<file path="src/assert_macros.svh">
// Assertion helpers, clocked on clk_i and disabled while rst_ni is low.
`ifndef ASSERT_MACROS_SVH
`define ASSERT_MACROS_SVH

// Same-cycle implication.
`define SOR_ASSERT_IMP(lbl, ante, cons, msg) \
  lbl: assert property (@(posedge clk_i) disable iff (!rst_ni) (ante) |-> (cons)) \
    else $error(msg);

// Next-cycle implication.
`define SOR_ASSERT_NXT(lbl, ante, cons, msg) \
  lbl: assert property (@(posedge clk_i) disable iff (!rst_ni) (ante) |=> (cons)) \
    else $error(msg);

`endif

</file>
<file path="src/sor_ram.sv">
`timescale 1ns / 1ps
module sor_ram #(
  parameter int Width = 64,
  parameter int Depth = 64
) (
  input  logic                     clk_i,
  input  logic                     we_i,
  input  logic [$clog2(Depth)-1:0] waddr_i,
  input  logic [Width-1:0]         wdata_i,
  input  logic [$clog2(Depth)-1:0] raddr_i,
  output logic [Width-1:0]         rdata_o
);

  logic [Width-1:0] mem_q [Depth];
  logic [Width-1:0] rdata_q;

  always_ff @(posedge clk_i) begin
    if (we_i) begin
      mem_q[waddr_i] <= wdata_i;
    end
    rdata_q <= mem_q[raddr_i];
  end

  assign rdata_o = rdata_q;

endmodule

</file>
<file path="config.mk">
export PLATFORM = sky130hd
export DESIGN_NAME = sor_ram
export DESIGN_NICKNAME = d
export VERILOG_FILES = /design/src/assert_macros.svh /design/src/sor_ram.sv
export SDC_FILE = /design/constraint.sdc
export NUM_CORES = 2
export LEC_CHECK = 0
export ABC_AREA = 1
export BUFFER_PORTS_ARGS = -buffer_cell sky130_fd_sc_hd__buf_4
export CORE_MARGIN = 2
export CORE_UTILIZATION = 32
export DETAILED_ROUTE_END_ITERATION = 10
export PLACE_DENSITY = 0.52
export SETUP_SLACK_MARGIN = 0.5
export SLEW_MARGIN = 20
export SYNTH_ARGS = -nofsm -noshare
export SYNTH_HDL_FRONTEND = slang
export SYNTH_SLANG_ARGS = --single-unit
</file>
<file path="constraint.sdc">
create_clock -name clk_i -period 32.4 [get_ports clk_i]
set_input_delay 9.72 -clock clk_i [delete_from_list [all_inputs] [get_ports clk_i]]
set_output_delay 9.72 -clock clk_i [all_outputs]
set_load 0.01 [all_outputs]
</file>
### Yosys cells after proc, flatten, opt, wreduce, memory -nomap -nowiden

Memories as Yosys holds them, arrays and structs flattened. A register that Yosys moved wholly into a read port is not among the register bits.
Index checks and enable logic that the tools add are counted.

* memory bits (writable): 4096
* output and inout port bits: 64
* memories: 1
* input port bits: 78
* word-level logic and storage cells: 3
* register bits: 0

Memories
* mem_q: depth 64, bits a word 64, rd ports 1, clocked after memory_dff 1, wr ports 1, RTL line sor_ram.sv:14 `logic [Width-1:0] mem_q [Depth];`

* mux-type cells: 2

Operator list (number)
* two-way mux 1 bit: 2

### Longest topological paths before layout

* word-level depth: 2
* mapped depth: 13

### Least setup slack after synthesis

Ideal clock, no wire load.

* path kind: input -> register
* start: input we_i
* end: memory mem_q[48][0] (enable)
* slack: 15.398 ns
* arrival: 16.356 ns
* stages on the path: 3
* buffers on the path: 1
* cell sequence: clkbuf_1 > nand4_1 > nor4_1

* word-level cells in the longest chain between the ends: 2

RTL lines
* from (decl): RTL line sor_ram.sv:7 `input logic we_i,`
* two-way mux 1 bit: RTL line sor_ram.sv:18 `if (we_i) begin`
* two-way mux 1 bit (implied by the code): RTL line sor_ram.sv:19 `mem_q[waddr_i] <= wdata_i;`
* to (decl): RTL line sor_ram.sv:14

Every way passes these cells.

==> run metrics <==
CP Capture Type=register; final count of pins violating max slew=0; Switching Fraction=between 20% and 30%; commonest cells after routing, fill and taps aside=4416 x nand2_1, 4096 x edfxtp_1, 3847 x nand3_1; DR WL/cell=26.4 um; CP arrival=15.61 ns; PostCTS Resize Cnt=0; core area=514000 um2; area of the multi-input gates=around 37000 um2; vias=about 110k; final WL=approximately 540 mm; Pre-antenna DRT Iters=8; fin crit period=between 10 and 15 ns; die height=approximately 720 um; Post-Route Setup TNS=0 ns; layout cell share with drive strength beyond 1=~7.6%; fillers=around 50000; first-pass GRT wire length=between 700 and 800 mm; outcome=finished, final reports clean; commonest non-fill, non-tap cell in the layout=nand2_1; DIE WIDTH=723 um; Critical Path Start=raddr_i[0]; Worst R2R Setup Slack=a little over 30 ns; Clk Latency, worst-skew pair=~1.0 ns; Hold Vio Cnt, Final=0; startpoint types=primary input; Comb power frac=5.7%; Ports=around 140; unique cell type count in the Yosys netlist=16; Starting Density=between 30% and 40%; die area=roughly 520000 um2; Worst path slowest cell=buf_4; final layout net count=roughly 13000; Reg2Reg Launch Point=mem_q[11][32]; clock share of power=42.0%; grt ovf=0; worst reg2reg endpoint=rdata_o[32]; mean post-synth cell area=12.3 um2; Synthesized Nets=between 10000 and 15000; number of CTS-inserted buffers=427; post-route ant nets=0; Worst Setup EP=rdata_o[59]; Synth area leader=edfxtp_1; internal power=a little under 0.009 W; most used cell, CP=buf_4; crit-path max FO=211; Setup CP Type=primary input to register; pwr/cell area=61.4 nW/um2; largest net degree at the start of global routing=between 200 and 250; Critical Path Max Stage Delay=0.88 ns; Seq/Total Area, Yosys=75.2%; CTS Hold Bufs=0; number of global-route vias before repair=roughly 100k; Synth top area share=~74%; measured slew at the worst slew-check pin=around 1.3 ns; Seq pwr share=a little over half; Syn Inst Count=around 13000; FF+latch count, synth=roughly 4200; Post-Layout Cell Count=a little over 20000; cell row count=~260; Syn-to-layout area delta=12.7%; # setup viols final=0; Fmax achieved=0.0682 GHz; Max-slew headroom=15.6%; Sequential Area=between 100000 and 150000 um2; initial antenna violation count=37; R2R cell count=8; drt drc=0; crit path cell chain=buf_16 > inv_16 > buf_4 > buf_4 > buf_4 > buf_4 > buf_4 > nand2_1 > nand3_1 > nand3_1 > nand3_1 > nand3_1 > nand2_1 > nand2_1 > nand2_1; skew final=around 0.027 ns; switching power=between 0.002 and 0.003 W; CTS root buffer=clkbuf_16; CTS Buffer Depth=4; Clock transition at path regs=about 0.060 ns; CTS tree=built; Final period util=between 40% and 50%; DR iter-0 viols=approximately 11000; Pleak=around 64 nW; main area contributors after synthesis=edfxtp_1 74%, nand3_1 12%, nand2_1 10%, buf_2 1.5%, dfxtp_1 0.78%; Placer Congestion=0.757; Inst Count DP=approximately 20000; Mapped Area=around 170000 um2; Vias per Instance=~5.2; critical path required time=33.34 ns; port bufs=141; clock sinks=4160; RSZ-0062 raised after global routing=false; worst vdd ir=44.8 uV; total track usage=20.2%; detailed placement HPWL=around 260 mm; Tightest Hold Check Type=register to register; Ys Warns=0; postcts setup bufs=0; Max Cap Viol=0; H-tree depth=5
## per-stage QoR
stage | utilization [%] | cell area (um2) | power, W | worst slack (ns) | hold slack, ns
after floorplan | - | 165000 | 0.00646 | 15.40 | 0.721
after global placement | 33.6 | 173000 | 0.00674 | 16.72 | 0.765
after detailed placement | 33.6 | 173000 | 0.00675 | 16.69 | 0.770
after CTS | 36.3 | 186000 | 0.0115 | 17.77 | 0.782
after global routing | 36.3 | 186000 | 0.0118 | 17.38 | 0.842
final | 36.3 | 186000 | 0.0114 | 17.73 | 0.771
## logic make-up (layout without fill, tap and decap cells)
group	Yosys count	in the layout	synth area share, %
flops	4160	4160	75.2
simple gates	8336	8336	21.9
other cells	0	14	0
buf+inv	909	1180	2.95
## worst min-delay path by stage
stage | startpoint | cells after the start | endpoint | slack, ns
after floorplan | mem_q[8][0] | 8 | rdata_o[0] | 0.72
after global placement | mem_q[4][33] | 8 | rdata_o[33] | 0.77
after detailed placement | mem_q[4][13] | 8 | rdata_o[13] | 0.77
after CTS | mem_q[4][11] | 8 | rdata_o[11] | 0.78
after global routing | mem_q[4][11] | 8 | rdata_o[11] | 0.84
final | mem_q[4][11] | 8 | rdata_o[11] | 0.77
## power groups by stage
stage          clock network [W]  logic (W)  registers [W]
6_report                 0.00481   0.000647        0.00598
5_1_grt                  0.00508   0.000707        0.00598
4_1_cts                  0.00488   0.000649        0.00598
3_5_place_dp                   0   0.000648        0.00610
3_3_place_gp                   0   0.000645        0.00610
2_1_floorplan                  0   0.000368        0.00609
## worst max-delay path: cells and delay by family
family / cells / cell delay, ns
and+or+nand+nor: 8 / 0.80
buffers and inverters: 7 / 4.63
## registers in the layout (all words and copies together), names as in the netlist
signal,count
mem_q,4096
rdata_o,64
## cells in the mapped netlist (all sizes together)
cell type and n:
dfxtp 64, inv 12, nor4 8, nor2 56, clkbuf 147, edfxtp 4096, nand3 3847, nand4 9
buf 750, nand2 4416
## layout make-up
type | count | share of cell area, %
tap | 6890 | 4.63
inverter | 12 | 0.0564
clock inverter | 220 | 1.00
timing repair buffer | 380 | 1.70
multi-input combinational | 8336 | 19.7
clock buffer | 568 | 6.22
sequential | 4160 | 66.7
antenna | 14 | 0.0188
## metal layers
layer | GRT usage, % | up-vias | share of wire [%]
li1 | - | 47700 | -
met1 | 27.7 | 55100 | 43
met2 | 33.7 | 3850 | 48
met3 | 2.52 | 746 | 6.2
met4 | 5.96 | 24 | 3.0
met5 | 0 | - | 0.027
Power figures use the tool's default switching activity.
