## src/assert_macros.svh

```systemverilog
// Assertion helpers, clocked on clk_i and disabled while rst_ni is low.
`ifndef ASSERT_MACROS_SVH
`define ASSERT_MACROS_SVH

// Same-cycle implication.
`define SOR_ASSERT_IMP(lbl, ante, cons, msg) \
  lbl: assert property (@(posedge clk_i) disable iff (!rst_ni) (ante) |-> (cons)) \
    else $error(msg);

// Next-cycle implication.
`define SOR_ASSERT_NXT(lbl, ante, cons, msg) \
  lbl: assert property (@(posedge clk_i) disable iff (!rst_ni) (ante) |=> (cons)) \
    else $error(msg);

`endif

```

## src/sor_pkg.sv

```systemverilog
`timescale 1ns / 1ps
package sor_pkg;

  localparam int MaxUnknownsDef = 64;

  localparam logic [6:0]  SysSizeRst  = 7'd64;
  localparam logic [33:0] RelaxRst    = 34'h1_0000_0000;
  localparam logic [32:0] TolSqRst    = 33'd43;
  localparam logic [15:0] IterLimRst  = 16'hFFFF;

  localparam logic signed [63:0] QMax = 64'sh7FFF_FFFF_FFFF_FFFF;
  localparam logic signed [63:0] QMin = 64'sh8000_0000_0000_0000;

  typedef enum logic [1:0] {
    REG_SYSTEM_SIZE = 2'd0,
    REG_RELAX       = 2'd1,
    REG_TOL_SQ      = 2'd2,
    REG_ITER_LIMIT  = 2'd3
  } cfg_reg_e;

  typedef struct packed {
    logic [5:0]         row_index;
    logic [6:0]         col_index;
    logic signed [63:0] element_value;
    logic               load_done;
  } sor_in_t;

  typedef struct packed {
    logic [5:0]         unknown_index;
    logic signed [63:0] unknown_value;
    logic               last_unknown;
    logic               converged;
    logic               zero_pivot;
    logic [15:0]        sweeps_used;
  } sor_out_t;

  typedef enum logic [17:0] {
    S_IDLE    = 18'h00001,
    S_DOT_RD  = 18'h00002,
    S_DOT_MUL = 18'h00004,
    S_DOT_WT  = 18'h00008,
    S_B_RD    = 18'h00010,
    S_B_USE   = 18'h00020,
    S_B_MUL   = 18'h00040,
    S_SQ_WT   = 18'h00080,
    S_WR_WT   = 18'h00100,
    S_PV_RD   = 18'h00200,
    S_DIV     = 18'h00400,
    S_DIV_WT  = 18'h00800,
    S_CMP     = 18'h01000,
    S_PIV_RD  = 18'h02000,
    S_PIV_CHK = 18'h04000,
    S_OUT_RD  = 18'h08000,
    S_OUT_LD  = 18'h10000,
    S_OUT_WT  = 18'h20000
  } sor_state_e;

  function automatic logic [63:0] q_mag(input logic signed [63:0] v);
    q_mag = v[63] ? (64'd0 - 64'(v)) : 64'(v);
  endfunction

  function automatic logic signed [63:0] q_from_mag(input logic neg, input logic [63:0] m);
    if (!neg) begin
      q_from_mag = m[63] ? QMax : $signed(m);
    end else begin
      q_from_mag = m[63] ? QMin : $signed(64'd0 - m);
    end
  endfunction

  function automatic logic signed [63:0] q_add(input logic signed [63:0] a,
                                               input logic signed [63:0] b);
    logic signed [63:0] s;
    s = a + b;
    if ((a[63] == b[63]) && (s[63] != a[63])) begin
      q_add = a[63] ? QMin : QMax;
    end else begin
      q_add = s;
    end
  endfunction

  function automatic logic signed [63:0] q_sub(input logic signed [63:0] a,
                                               input logic signed [63:0] b);
    logic signed [63:0] s;
    s = a - b;
    if ((a[63] != b[63]) && (s[63] != a[63])) begin
      q_sub = a[63] ? QMin : QMax;
    end else begin
      q_sub = s;
    end
  endfunction

endpackage

```

## src/sor_mul.sv

```systemverilog
`timescale 1ns / 1ps
module sor_mul import sor_pkg::*; (
  input  logic               clk_i,
  input  logic               rst_ni,
  input  logic               start_i,
  input  logic signed [63:0] a_i,
  input  logic signed [63:0] b_i,
  output logic               done_o,
  output logic signed [63:0] res_o
);

  logic         busy_q, busy_d;
  logic [2:0]   cnt_q, cnt_d;
  logic         pvld_q, pvld_d;
  logic [63:0]  am_q, bm_q;
  logic         neg_q;
  logic [63:0]  prod_q;
  logic [1:0]   psh_q;
  logic [127:0] acc_q;
  logic [31:0]  ah, bh;
  logic [127:0] addend;
  logic [63:0]  mag;

  always_comb begin
    ah = cnt_q[1] ? am_q[63:32] : am_q[31:0];
    bh = cnt_q[0] ? bm_q[63:32] : bm_q[31:0];
    unique case (psh_q)
      2'd0:    addend = {64'd0, prod_q};
      2'd1:    addend = {32'd0, prod_q, 32'd0};
      default: addend = {prod_q, 64'd0};
    endcase
    mag = (|acc_q[127:96]) ? '1 : acc_q[95:32];
  end

  always_comb begin
    busy_d = busy_q;
    cnt_d  = cnt_q;
    pvld_d = 1'b0;
    if (start_i) begin
      busy_d = 1'b1;
      cnt_d  = 3'd0;
    end else if (busy_q) begin
      pvld_d = (cnt_q < 3'd4);
      cnt_d  = cnt_q + 3'd1;
      if (cnt_q == 3'd5) begin
        busy_d = 1'b0;
      end
    end
  end

  always_ff @(posedge clk_i or negedge rst_ni) begin
    if (!rst_ni) begin
      busy_q <= 1'b0;
      cnt_q  <= 3'd0;
      pvld_q <= 1'b0;
    end else begin
      busy_q <= busy_d;
      cnt_q  <= cnt_d;
      pvld_q <= pvld_d;
    end
  end

  always_ff @(posedge clk_i) begin
    if (start_i) begin
      am_q  <= q_mag(a_i);
      bm_q  <= q_mag(b_i);
      neg_q <= a_i[63] ^ b_i[63];
      acc_q <= '0;
    end else if (busy_q) begin
      prod_q <= 64'(ah) * 64'(bh);
      psh_q  <= 2'(cnt_q[1]) + 2'(cnt_q[0]);
      if (pvld_q) begin
        acc_q <= acc_q + addend;
      end
    end
  end

  assign done_o = busy_q && (cnt_q == 3'd5);
  assign res_o  = q_from_mag(neg_q, mag);

endmodule

```

## config.mk

```make
export PLATFORM = sky130hd
export DESIGN_NAME = sor_mul
export DESIGN_NICKNAME = d
export VERILOG_FILES = /design/src/assert_macros.svh /design/src/sor_pkg.sv /design/src/sor_mul.sv
export SDC_FILE = /design/constraint.sdc
export NUM_CORES = 2
export LEC_CHECK = 0
export BUFFER_PORTS_ARGS = -buffer_cell sky130_fd_sc_hd__buf_2
export CAP_MARGIN = 15
export CORE_ASPECT_RATIO = 0.6
export CORE_MARGIN = 4
export CORE_UTILIZATION = 55
export DETAILED_ROUTE_END_ITERATION = 10
export PLACE_DENSITY = 0.72
export RECOVER_POWER = 25
export REMOVE_ABC_BUFFERS = 1
export SYNTH_ARGS = -nofsm -noshare
export SYNTH_HDL_FRONTEND = slang
export SYNTH_SLANG_ARGS = --single-unit
```

## constraint.sdc

```tcl
create_clock -name clk_i -period 8.4 [get_ports clk_i]
set_input_delay 0.84 -clock clk_i [delete_from_list [all_inputs] [get_ports clk_i]]
set_output_delay 0.84 -clock clk_i [all_outputs]
set_load 0.05 [all_outputs]
```

=== Word-level counts from Yosys, hierarchy flattened ===
Index checks and enable logic that the tools add are counted.

* Register bits: 328
* Latch bits: 0
* RAM bits: 0
* Memories: 0
* Memory bits (read-only): 0
* Output and inout bits: 65

* Add/sub/neg operators: 6
* Equality and inequality tests: 2
* Magnitude comparators: 1
* Bitwise gates (word level): 2
* Multipliers: 1
* Shift-type cells: 0
* Div/mod/pow operators: 0
* Reduce and logical (&&, ||, !) cells: 6
* Muxes and demuxes: 16

{| class="wikitable"
|+ Operators by type and width
! kind !! count
|-
| $pmux 128 s2 || 1
|-
| $mux 64 || 3
|-
| $sub 1x64->64 const A || 3
|-
| $mux 63 || 3
|-
| $add 128x128->128 || 1
|-
| $mul 32x32->64 || 1
|-
| $mux 32 || 2
|-
| $reduce_or 32->1 || 1
|-
| $mux 3 || 2
|-
| $mux 1 || 5
|-
| $reduce_and 2->1 || 2
|-
| $add 3x1->3 const B || 1
|-
| $eq 3x3->1 const B || 1
|-
| $lt 3x3->1 const B || 1
|-
| $add 1x1->2 || 1
|-
| $eq 2x1->1 const B || 1
|-
| $logic_not 2->1 || 1
|-
| $reduce_bool 2->1 || 1
|-
| $logic_and 1x1->1 || 1
|-
| $not 1->1 || 1
|-
| $xor 1x1->1 || 1
|}

=== Longest topological paths before layout ===
* Word-level depth: 5
* Gate-level depth with buffers: 36
* Gate-level depth less buffers: 31

=== Worst setup path before layout ===
OpenSTA, ideal clock, no wires.

* Kind: register to register
* From: register cnt_q[0]
* To: register prod_q[61], data pin
* Stages on the path, launching flop included: 32
* Buffers on the path: 4
* Path slack: -0.781 ns
* Setup time: 0.264 ns
* Data required time: 8.136 ns
* Arrival: 8.918 ns
* Cell sequence: dfrtp_1 clkbuf_1 buf_1 buf_1 mux2i_1 clkbuf_1 nor2_1 fa_1 inv_1 fa_1 inv_1 fa_1 inv_1 fa_1 inv_1 fa_1 fa_1 fa_1 fa_1 ha_1 a21o_1 a21o_1 a21o_1 a21o_1 a21oi_1 and3_1 a21oi_1 a31o_2 a41oi_1 o21ai_0 a221oi_1 xnor2_1

* Cells in the longest elaborated chain, start to end: 2

{| class="wikitable"
|+ Ends and longest elaborated chain
! item !! RTL line !! RTL
|-
| from (decl) || sor_mul.sv:13 || <nowiki>logic [2:0] cnt_q, cnt_d;</nowiki>
|-
| from (signal assigned) || sor_mul.sv:58 || <nowiki>cnt_q <= cnt_d;</nowiki>
|-
| $mux 32 || sor_mul.sv:26 || <nowiki>bh = cnt_q[0] ? bm_q[63:32] : bm_q[31:0];</nowiki>
|-
| $mul 32x32->64 || sor_mul.sv:70 || <nowiki>prod_q <= 64'(ah) * 64'(bh);</nowiki>
|-
| to (signal assigned) || sor_mul.sv:70 ||
|-
| to (decl) || sor_mul.sv:17 || <nowiki>logic [63:0] prod_q;</nowiki>
|}

No other way between the ends.
A chain may end at the register's enable or synchronous reset.

=== Final worst setup path ===
* From: register cnt_q[0]
* To: register prod_q[56], data pin

The elaborated chain is that of the path after synthesis.

==> metrics.txt <==
clk root buf=clkbuf_16; Worst Path Max Fanout=10; nature of the critical path startpoint=flip-flop; worst setup path class=flip-flop to flip-flop; final WL=240000 µm; Worst Tran Pin Value=4.69 ns; Worst Path Arrival=8.79 ns; failing checks=max-capacitance violations, max-slew violations, negative setup slack; Yosys reg bits=328; Tot GR Track Use=43.0%; Worst Setup End Kind=flip-flop; Cell Area, Synth=57300 µm²; Iter 0 DRT Violations=7687; PortBufs=195; first-pass GRT wire length=343000 µm; max_cap viols=7; final worst slack=-0.0545 ns; Synth Area in Compound Gates=11.9%; clock buffer depth=3; Synth Area in Adders=39.9%; routed len/inst=27.7 µm; FMAX=0.118 GHz; DRC=0; status=finished, violations left; yosys warns=0; via/cell ratio=6.23; Crit Reg-Reg Startpoint=cnt_q[0]$_DFFE_PN0P_; layout cells sized above 1=17.2%; Worst Reg-to-Reg Cells=31; io pins=196; Hold Fails Final Rpt=0; CP required=8.74 ns; hpwl dp=200000 µm; RSZ-0062 raised after global routing=true; Final ANT Viol Nets=0; worst setup path start=cnt_q[0]$_DFFE_PN0P_; cts hold-fix bufs=0; DIE AREA=110000 µm²; Die W=425 µm; shortest period the worst path allows=8.45 ns; nets@finish=8661; Post-Route Skew=0.0304 ns; Detailed Routing Iterations Pass 1=6; vias in the first global route=51300; area of the core=103000 µm²; Async SR Flop Fraction=1.52%; area of the multi-input gates=45400 µm²; H-tree depth=2; CTS tree=yes; slowest stage delay, CP=0.60 ns; Sink Count=328; # setup viols final=3; Hold/Removal Path Class=input pin to async pin; number of enable flip-flop cells after synthesis=195; post-synthesis xor/xnor area fraction=5.27%; Critical Path Most Common Cell=fa_1; Starting Density=55.6%; # rows=91; clock-pin slew on the worst setup and hold paths=0.09 ns; Netlist cell types=78; total number of vias=54000; largest net degree at the start of global routing=97; CTS Buf Count=38; Synth Area per Inst=8.56 µm²; mux share of post-synthesis cell area=2.93%; GR Overflow Total=0; Area Overhead vs Synth=18.5%; Worst path slowest cell=fa_2; initial antenna violation count=11; Reg area=8550 µm²; Slew Viols, Final=369; Seq/Total Area, Yosys=14.9%; period utilization=101%; Slew HR=-213%; Die Height=258 µm; r2r setup slk=-0.05 ns; Mapped Cells=6701; top_reg_cell synth=edfxtp_1; Final Wtd Congestion=1.12; largest family of logic cells by synthesized area=adder cells; Fill cells=8497; Worst-Skew Late Latency=0.61 ns; post-synthesis simple-gate area fraction=16.6%; r2r endpoint=prod_q[56]$_DFFE_PP_; worst hold slack=0.384 ns
## stage by stage
step                setup WS (ns)  area, µm²  util [%]  TNS (ns)  instances
finish                    -0.0545      67900      65.9    -0.106       8668
global route               -0.219      67900      65.9     -1.43       8663
CTS                       -0.0492      66300      64.4    -0.136       8598
detailed placement         -0.554      64000      62.1     -5.70       8486
global placement           -0.476      64000      62.1     -4.54       8485
floorplan                   -1.95      56000         -    -50.88       6347
## cells by family after synthesis
group,count (synthesis)
XOR/XNOR,345
AO/OA/AOI/OAI,1078
buffers and inverters,1290
AND/OR/NAND/NOR,2208
multiplexers,160
adder cells (fa/ha/maj),1292
flip-flops,328
## registers in the layout, summed over array words and instances, names as in the netlist
signal / count
prod_q: 64
pvld_q: 1
cnt_q: 3
am_q: 64
bm_q: 64
psh_q: 2
acc_q: 128
neg_q: 1
busy_q: 1
## worst max-delay path by stage
stage,end,slack [ns],depth (start not counted)
2_1_floorplan,prod_q[56]$_DFFE_PP_,-1.95,24
3_3_place_gp,prod_q[61]$_DFFE_PP_,-0.48,31
3_5_place_dp,prod_q[61]$_DFFE_PP_,-0.55,31
4_1_cts,prod_q[62]$_DFFE_PP_,-0.05,31
5_1_grt,prod_q[56]$_DFFE_PP_,-0.22,32
6_report,prod_q[56]$_DFFE_PP_,-0.05,31
## what timing repair did
item | 4_1_cts | 5_1_grt
pin swaps | 49 | 147
setup buffers | 43 | 61
endpoints found under the setup margin | 20 | 20
cloned | 2 | 5
resized for setup | 144 | 230
## synth_stat cells, types with 35 or more instances
cell type | instances | area (µm²)
inv_1 | 935 | 3510
fa_1 | 897 | 18000
nand2_1 | 856 | 3210
nor2_1 | 840 | 3150
ha_1 | 395 | 4940
a21oi_1 | 346 | 1730
clkbuf_1 | 330 | 1240
o21ai_0 | 244 | 1220
xnor2_1 | 220 | 1930
edfxtp_1 | 195 | 5860
a21o_1 | 136 | 1020
dfxtp_1 | 128 | 2560
xor2_1 | 125 | 1090
mux2i_1 | 97 | 971
nand4_1 | 85 | 532
and2_1 | 81 | 507
nand3_1 | 61 | 305
o31ai_1 | 59 | 443
nor3_1 | 58 | 290
mux2_2 | 56 | 631
o21bai_1 | 51 | 383
or3_1 | 45 | 282
or4_1 | 42 | 315
nand2b_1 | 37 | 231
a22o_1 | 35 | 307
## placed cells by master, fill, tap and decap left out, drive strengths merged, types with 61 or more instances in the layout
cell type / Yosys / final
nand3: 61 / 61
o21ai: 245 / 245
a21o: 136 / 136
mux2: 63 / 63
xnor2: 220 / 220
dfxtp: 128 / 128
mux2i: 97 / 97
ha: 395 / 395
xor2: 125 / 125
nand2: 856 / 856
inv: 935 / 940
and2: 81 / 81
nor2: 840 / 840
nand4: 85 / 85
fa: 897 / 897
a21oi: 346 / 346
buf: 24 / 834
edfxtp: 195 / 195
## worst max-delay path: cells and delay by family, from the launching register on
kind	cells	cell delay (ns)
xor+xnor	1	0.11
simple gates	1	0.07
flops	1	0.53
compound gates	11	2.03
mux	1	0.23
buf+inv	8	0.86
fa+ha+maj	9	4.29
## layer usage
metal	GRT usage, %	up-vias	share of wire, %
met3	27.6	481	21
li1	-	22800	-
met2	50.3	4137	35
met4	10.3	12	3.1
met1	63.6	26500	41
met5	1.49	-	0.15
## layout make-up
type                    instances  area share [%]
diodes                          6          0.0221
clock buffers                  41            1.46
clock inverters                28           0.525
inverters                     936            5.18
multi-input cells            5083            66.8
flip-flops and latches        328            12.6
well taps                    1395            2.57
repair buffers                851            10.9
Power is left out: the tool's default activity adds up to more than one toggle a clock period on the data nets, which glitch-free logic cannot reach.
