===== src/assert_macros.svh =====
// Assertion helpers, clocked on clk_i and disabled while rst_ni is low.
`ifndef ASSERT_MACROS_SVH
`define ASSERT_MACROS_SVH

// Same-cycle implication.
`define SOR_ASSERT_IMP(lbl, ante, cons, msg) \
  lbl: assert property (@(posedge clk_i) disable iff (!rst_ni) (ante) |-> (cons)) \
    else $error(msg);

// Next-cycle implication.
`define SOR_ASSERT_NXT(lbl, ante, cons, msg) \
  lbl: assert property (@(posedge clk_i) disable iff (!rst_ni) (ante) |=> (cons)) \
    else $error(msg);

`endif


===== src/sor_pkg.sv =====
`timescale 1ns / 1ps
package sor_pkg;

  localparam int MaxUnknownsDef = 64;

  localparam logic [6:0]  SysSizeRst  = 7'd64;
  localparam logic [33:0] RelaxRst    = 34'h1_0000_0000;
  localparam logic [32:0] TolSqRst    = 33'd43;
  localparam logic [15:0] IterLimRst  = 16'hFFFF;

  localparam logic signed [63:0] QMax = 64'sh7FFF_FFFF_FFFF_FFFF;
  localparam logic signed [63:0] QMin = 64'sh8000_0000_0000_0000;

  typedef enum logic [1:0] {
    REG_SYSTEM_SIZE = 2'd0,
    REG_RELAX       = 2'd1,
    REG_TOL_SQ      = 2'd2,
    REG_ITER_LIMIT  = 2'd3
  } cfg_reg_e;

  typedef struct packed {
    logic [5:0]         row_index;
    logic [6:0]         col_index;
    logic signed [63:0] element_value;
    logic               load_done;
  } sor_in_t;

  typedef struct packed {
    logic [5:0]         unknown_index;
    logic signed [63:0] unknown_value;
    logic               last_unknown;
    logic               converged;
    logic               zero_pivot;
    logic [15:0]        sweeps_used;
  } sor_out_t;

  typedef enum logic [17:0] {
    S_IDLE    = 18'h00001,
    S_DOT_RD  = 18'h00002,
    S_DOT_MUL = 18'h00004,
    S_DOT_WT  = 18'h00008,
    S_B_RD    = 18'h00010,
    S_B_USE   = 18'h00020,
    S_B_MUL   = 18'h00040,
    S_SQ_WT   = 18'h00080,
    S_WR_WT   = 18'h00100,
    S_PV_RD   = 18'h00200,
    S_DIV     = 18'h00400,
    S_DIV_WT  = 18'h00800,
    S_CMP     = 18'h01000,
    S_PIV_RD  = 18'h02000,
    S_PIV_CHK = 18'h04000,
    S_OUT_RD  = 18'h08000,
    S_OUT_LD  = 18'h10000,
    S_OUT_WT  = 18'h20000
  } sor_state_e;

  function automatic logic [63:0] q_mag(input logic signed [63:0] v);
    q_mag = v[63] ? (64'd0 - 64'(v)) : 64'(v);
  endfunction

  function automatic logic signed [63:0] q_from_mag(input logic neg, input logic [63:0] m);
    if (!neg) begin
      q_from_mag = m[63] ? QMax : $signed(m);
    end else begin
      q_from_mag = m[63] ? QMin : $signed(64'd0 - m);
    end
  endfunction

  function automatic logic signed [63:0] q_add(input logic signed [63:0] a,
                                               input logic signed [63:0] b);
    logic signed [63:0] s;
    s = a + b;
    if ((a[63] == b[63]) && (s[63] != a[63])) begin
      q_add = a[63] ? QMin : QMax;
    end else begin
      q_add = s;
    end
  endfunction

  function automatic logic signed [63:0] q_sub(input logic signed [63:0] a,
                                               input logic signed [63:0] b);
    logic signed [63:0] s;
    s = a - b;
    if ((a[63] != b[63]) && (s[63] != a[63])) begin
      q_sub = a[63] ? QMin : QMax;
    end else begin
      q_sub = s;
    end
  endfunction

endpackage


===== src/sor_div.sv =====
`timescale 1ns / 1ps
module sor_div import sor_pkg::*; (
  input  logic               clk_i,
  input  logic               rst_ni,
  input  logic               start_i,
  input  logic signed [63:0] num_i,
  input  logic signed [63:0] den_i,
  output logic               done_o,
  output logic signed [63:0] res_o
);

  localparam logic [6:0] Steps = 7'd96;

  logic        busy_q, busy_d;
  logic [6:0]  cnt_q, cnt_d;
  logic [95:0] dvd_q;
  logic [63:0] d_q, r_q, quo_q;
  logic        over_q, neg_q;
  logic [64:0] rn, diff;
  logic        ge;

  always_comb begin
    rn   = {r_q, dvd_q[95]};
    diff = rn - {1'b0, d_q};
    ge   = (rn >= {1'b0, d_q});
  end

  always_comb begin
    busy_d = busy_q;
    cnt_d  = cnt_q;
    if (start_i) begin
      busy_d = 1'b1;
      cnt_d  = 7'd0;
    end else if (busy_q) begin
      if (cnt_q == Steps) begin
        busy_d = 1'b0;
      end else begin
        cnt_d = cnt_q + 7'd1;
      end
    end
  end

  always_ff @(posedge clk_i or negedge rst_ni) begin
    if (!rst_ni) begin
      busy_q <= 1'b0;
      cnt_q  <= 7'd0;
    end else begin
      busy_q <= busy_d;
      cnt_q  <= cnt_d;
    end
  end

  always_ff @(posedge clk_i) begin
    if (start_i) begin
      dvd_q  <= {q_mag(num_i), 32'd0};
      d_q    <= q_mag(den_i);
      r_q    <= '0;
      quo_q  <= '0;
      over_q <= 1'b0;
      neg_q  <= num_i[63] ^ den_i[63];
    end else if (busy_q && (cnt_q != Steps)) begin
      r_q    <= ge ? diff[63:0] : rn[63:0];
      over_q <= over_q | quo_q[63];
      quo_q  <= {quo_q[62:0], ge};
      dvd_q  <= {dvd_q[94:0], 1'b0};
    end
  end

  assign done_o = busy_q && (cnt_q == Steps);
  assign res_o  = q_from_mag(neg_q, over_q ? '1 : quo_q);

endmodule


===== config.mk =====
export PLATFORM = sky130hd
export DESIGN_NAME = sor_div
export DESIGN_NICKNAME = d
export VERILOG_FILES = /design/src/assert_macros.svh /design/src/sor_pkg.sv /design/src/sor_div.sv
export SDC_FILE = /design/constraint.sdc
export NUM_CORES = 1
export LEC_CHECK = 0
export ABC_AREA = 1
export BUFFER_PORTS_ARGS = -buffer_cell sky130_fd_sc_hd__buf_2
export CORE_ASPECT_RATIO = 0.6
export CORE_MARGIN = 3
export CORE_UTILIZATION = 39
export CTS_CLUSTER_SIZE = 20
export DETAILED_ROUTE_END_ITERATION = 10
export RECOVER_POWER = 100
export SLEW_MARGIN = 10
export SYNTH_ARGS = -nofsm -noshare
export SYNTH_HDL_FRONTEND = slang
export SYNTH_SLANG_ARGS = --single-unit

===== constraint.sdc =====
create_clock -name clk_i -period 3.95 [get_ports clk_i]
set_input_delay 0.1975 -clock clk_i [delete_from_list [all_inputs] [get_ports clk_i]]
set_output_delay 0.1975 -clock clk_i [all_outputs]
set_load 0.05 [all_outputs]

==> Word level (Yosys, flattened, before mapping) <==
Index checks and enable logic that the tools add are counted.
{ "classes": {"add_sub_neg": 5, "order_cmp": 1, "n_eq_ne": 3, "n_mux": 15, "bitwise_logic": 2, "n_reduce_logical": 5} }
{ "ops": {"columns": ["op", "n"], "rows": [
  ["64-bit 2-to-1 mux", 5],
  ["96-bit 2-to-1 mux", 2],
  ["1-bit by 64-bit subtractor with 64-bit output, first input constant", 3],
  ["63-bit 2-to-1 mux", 2],
  ["65-bit by 64-bit >= comparator with 1-bit output", 1],
  ["64-bit subtractor", 1],
  ["7-bit 2-to-1 mux", 3],
  ["7-bit by 1-bit adder with 7-bit output, second input constant", 1],
  ["7-bit == test, second input constant", 1],
  ["7-bit inequality test, second input constant", 1],
  ["2-bit nonzero test", 2],
  ["1-bit 2-to-1 mux", 3],
  ["1-bit logical AND", 2],
  ["2-bit inequality test, second input constant", 1],
  ["2-bit AND reduction", 1],
  ["1-bit OR", 1],
  ["1-bit bitwise XOR", 1]
]} }
{ "totals": {"register_bits": 266, "in_bits": 131} }

==> Depth between registers and ports, before layout <==
{ "logic_depth": {"depth_word": 4, "depth_mapped": 20, "mapped_depth_nobuf": 19} }

==> Worst setup path after synthesis <==
Ideal clock, no wire load.
{ "synth_path": {"path_kind": "flip-flop to flip-flop", "from": "register cnt_q[0]", "to": "register dvd_q[32], enable pin", "setup_time_ns": 0.455, "arrival_ns": 2.970, "required_ns": 3.495, "slack_ns": 0.525, "path_stages_with_launch": 9, "n_path_buf": 1, "synth_period_minus_slack_ns": 3.425, "cell_sequence": "dfrtp_1 inv_1 ha_1 nand4_1 nand2_1 inv_1 nor2_1 inv_1 clkbuf_1"} }
{ "synth_via": {"elab_chain_len": 3} }
{ "synth_lines": {"columns": ["element", "line", "source"], "rows": [
  ["start, declared", "sor_div.sv:15", "logic [6:0] cnt_q, cnt_d;"],
  ["start signal, assigned", "sor_div.sv:49", "cnt_q <= cnt_d;"],
  ["7-bit inequality test", "sor_div.sv:61", "end else if (busy_q && (cnt_q != Steps)) begin"],
  ["1-bit logical AND", "sor_div.sv:61", null],
  ["2-bit nonzero test (no source line)", null, null],
  ["end signal, assigned", "sor_div.sv:55", "dvd_q <= {q_mag(num_i), 32'd0};"],
  ["end signal, assigned", "sor_div.sv:65", "dvd_q <= {dvd_q[94:0], 1'b0};"],
  ["end, declared", "sor_div.sv:16", "logic [95:0] dvd_q;"]
]} }
No other way between the ends.
A chain may end at the register's enable or synchronous reset.

==> Final worst setup path <==
{ "layout_path": {"from": "register d_q[20]", "to": "register r_q[62]"} }
{ "layout_via": {"elab_chain_len": 2} }
{ "layout_lines": {"columns": ["element", "line", "source"], "rows": [
  ["start, declared", "sor_div.sv:17", "logic [63:0] d_q, r_q, quo_q;"],
  ["start signal, assigned", "sor_div.sv:56", "d_q <= q_mag(den_i);"],
  ["64-bit subtractor or 65-bit by 64-bit >= comparator with 1-bit output (tied branches)", "sor_div.sv:24, sor_div.sv:25", null],
  ["64-bit 2-to-1 mux (*)", "sor_div.sv:62", "r_q <= ge ? diff[63:0] : rn[63:0];"],
  ["end signal, assigned", "sor_div.sv:62", null],
  ["end, declared", "sor_div.sv:17", null]
]} }
Mark *: on every way between the ends. The rest lies on a longest branch, timed or not.

==> impl.org <==
** Drt
- Post-route DRC :: 0
- Final routed wirelength across all metal layers :: 80,900 um
- Antenna Violating Nets Remaining :: 0
- Iteration count of the initial detailed-routing pass :: 6
- Dividing the detail-routed wire length by the instance count gives 17.7 um.
- Dividing the detail-routed via count by the number of cells gives 5.18.
- In this run, the number of DRC markers left after iteration 0 of detailed routing was 2,734.
- Detailed routing inserted a total of 23,700 vias.

** Logic synthesis
- Cell types occupying the most area after synthesis :: edfxtp_1 17%, nand2_1 17%, dfxtp_1 12%
- Net count after synthesis :: 3,757
- Synthesis-stage register bit count :: 266
- The largest total area in the synthesized netlist belongs to edfxtp_1.
- Yosys mapped a number of flops with a built-in enable equal to 129.
- After synthesis, the largest area contributor takes up 17.4% of total cell area.
- Cell count after synthesis :: 3,556
- Average cell area after synthesis :: 6.28 sq um
- Summing the sequential cell areas from Yosys gives 29.8% of the chip area.
- Post-synth design cell area :: 0.0223 sq mm
- Counting distinct cell types in the post-synthesis netlist gives 59.
- Top cell types by occurrence after synthesis :: 1,010 x nand2_1, 567 x inv_1, 488 x nor2_1, 211 x nand3_1, 143 x o21ai_0
- Yosys printed 0 warnings.
- Main flop type after synthesis :: edfxtp_1
- In the post-synthesis netlist, the cell with the most instances is nand2_1.
- Share of synthesized flip-flops with an asynchronous set or reset :: 3.01%

** Timing
- Final total negative setup slack :: 0 ps
- Final setup violation count :: 0
- Period utilization :: 97.2%
- Relative slew margins :: -35.6%
- Setup repair after global routing left no endpoint under its margin.
- At the pin with the least slew margin, the transition time is 2030 ps.
- Fin. max-slew vios :: 356
- Subtracting the final worst setup slack from the clock period gives 3840 ps.
- The hold violation count in the final report is 0.
- Maximum clock frequency :: 261 MHz
- Worst Skew :: 21.4 ps

** Setup path
- The signal on the critical path passes through inv_1 > ha_1 > nand2_1 > nor2_1 > nand2_1 > nor2_1 > nand2_1 > nand2_1 > nand2_1 > nand2_4 > clkbuf_2 > nand3_1 > nand2_1 > nand2_1.
- Combined buffer and inverter count along the critical path :: 2
- Across all register-to-register paths, the minimum setup slack is 110 ps.
- For this design, the slowest cell found on the critical path is clkbuf_2.
- Data arrives at the worst endpoint at 4320 ps.
- Crit path kind :: reg2reg
- The largest single stage delay on the critical path is 600 ps.
- On the critical path the largest part of the delay comes from simple AND/OR/NAND/NOR gates.
- Element type at the critical path start :: register
- Reg2reg end :: r_q[62]
- Data required time of the worst path :: 4440 ps
- Reg2reg path depth :: 14
- Startpoint of the lowest-slack register-to-register path :: d_q[20]
- Endpoint kind of the worst setup timing path :: register
- In this design, the critical path's most frequently occurring cell is nand2_1.
- Critical Path Fanout Max :: 33

** GRT
- Global routing used 26.3% of the available tracks across all layers.
- Number of antenna violations at the first check in global routing :: 4
- Entering global routing, the biggest net connects 153 pins.
- Global-route wire length before repair :: 124,000 um
- Vias in the first global route :: 21,200
- Overflow left after global routing :: 0

** Floorplanning
- 196 I/O pins were placed.
- The die is 191 um tall.
- Core region area :: 0.0563 sq mm
- Effective utilization at floorplan :: 39.7%
- In this run the horizontal extent of the chip is 315 um.
- In this run the core area contains 67 standard-cell rows.
- Full die area :: 0.0602 sq mm

** Placed design
- Post-DP HPWL :: 63,500 um
- Global placement routability congestion :: 1.00
- Number of input and output port buffers inserted :: 195
- # placed instances :: 4,432

** Clock tree
- Clock-pin slew reported for the worst setup and hold paths after clock tree synthesis :: 70 ps
- Clock tree synthesis selected as its root buffer the cell clkbuf_16.
- CTS tree :: done
- Number of buffers inserted during clock tree synthesis :: 29
- The clock passes through at most 3 buffers.
- Number of setup buffers added after CTS :: 0
- Clock latency on the worst-skew pair :: 610 ps
- In this run the number of H-tree levels came out at 1.
- Total number of clock tree sinks :: 266

** Outcome
- Violations in the final reports :: max-capacitance violations, max-slew violations
- The flow ran to the end, but the final reports show violations.

** Worst hold path
- Hold path startpoint :: num_i[23]
- Worst Hold End :: dvd_q[55]
- Worst hold stages :: 3
- Class of the tightest hold or removal check :: in2reg

** Run
- Number of maximum-capacitance constraint violations :: 4

** Pwr
- The completed layout was analyzed and its total power is 14.7 mW.
- The worst-case IR drop observed on VDD is 0.000336 V.
- Cell area power density :: 573 mW/mm^2
- Static leakage :: 13.0 nW

** Final layout
- Filler Cell Count :: 6,013
- Layout overhead on the synthesized area :: 14.9%
- Final std cells w/o fill :: 4,570
- Of the cells placed in the final design, the portion with a size suffix greater than 1 is 8.22%.
- At the end of the flow, the number of nets in the layout was 3,987.
[how the worst max path moves through the flow]
stage | depth (start not counted) | slack [ps] | from | to
floorplan | 8 | 530 | cnt_q[0] | dvd_q[32]
global placement | 14 | 800 | over_q | res_o[38]
detailed placement | 13 | 790 | over_q | res_o[38]
CTS | 14 | 110 | over_q | res_o[38]
global route | 16 | 30 | d_q[8] | r_q[59]
finish | 14 | 110 | d_q[20] | r_q[62]
[logic make-up after synthesis]
group	Yosys count	synth area share [%]
AO/OA/AOI/OAI	405	10.4
AND/OR/NAND/NOR	1968	37.4
flip-flops	266	29.8
adder cells (fa/ha/maj)	70	3.96
buffers and inverters	682	12.0
XOR/XNOR	165	6.47
[final cells by class]
type                       count  area, sq um  area share (%)
clock buffer                  35          788            3.07
multi-input combinational   2608        13000            50.6
timing repair buffer         298         1910            7.45
sequential                   266         6660            26.0
clock inverter                19          176           0.688
antenna                        2         5.00          0.0195
inverter                     583         2200            8.56
tap                          759          950            3.70
[cell usage in the layout, fill, tap and decap left out, drive strengths merged, types with 26 or more instances in the layout]
master	synthesis	layout
buf	43	149
o22ai	64	64
xor2	138	138
dfxtp	129	129
clkbuf	56	102
nand4	84	84
ha	69	69
nand2	1022	1022
xnor2	27	27
a31oi	26	26
inv	582	586
nor3	75	75
a21oi	111	111
dlygate4sd3	0	82
nand3	214	214
o21ai	153	153
edfxtp	129	129
nor2	518	518
[layer usage]
layer  vias to the layer above  part of all wire, %  GRT usage (%)  wire length (um)
met3                        74                   14           9.42             11000
met1                     10700                   50           43.0             40600
li1                      11800                    -              -                 -
met2                      1094                   35           31.7             28100
met4                         2                  1.4           3.73              1130
met5                         -                0.016              0                13
[stage by stage]
| step | util (%) | worst slack (ps) | hold slack [ps] | cell area (sq um) |
|---|---|---|---|---|
| after detailed placement | 42.6 | 786 | 58.3 | 24000 |
| final | 45.6 | 112 | 32.1 | 25700 |
| after global placement | 42.6 | 796 | 59.5 | 24000 |
| after global routing | 45.6 | 25.0 | 29.6 | 25700 |
| after floorplan | - | 525 | -98.1 | 22300 |
| after CTS | 45.8 | 111 | 0.674 | 25700 |
[power breakdown]
| part | switching [mW] | leakage, nW | internal (mW) |
|---|---|---|---|
| combinational | 5.86 | 10.0 | 2.34 |
| sequential | 0.319 | 2.48 | 3.40 |
| clock | 1.27 | 0.466 | 1.52 |
[worst min-delay path, cell delays in order]
cell and delay, ps:
buf_2 110, xor2_1 70, o21ai_0 150
[flip-flops by register name (all words and copies together) (netlist names)]
| name | count |
|---|---|
| quo_q | 64 |
| cnt_q | 7 |
| d_q | 64 |
| neg_q | 1 |
| dvd_q | 64 |
| busy_q | 1 |
| r_q | 64 |
| over_q | 1 |
[timing repair]
item | in CTS | in global routing
hold endpoints to repair | 96 | 0
endpoints found under the setup margin | 0 | 3
hold buffers | 82 | 0
gates resized for setup | 0 | 6
(Power assumes the default switching activity.)
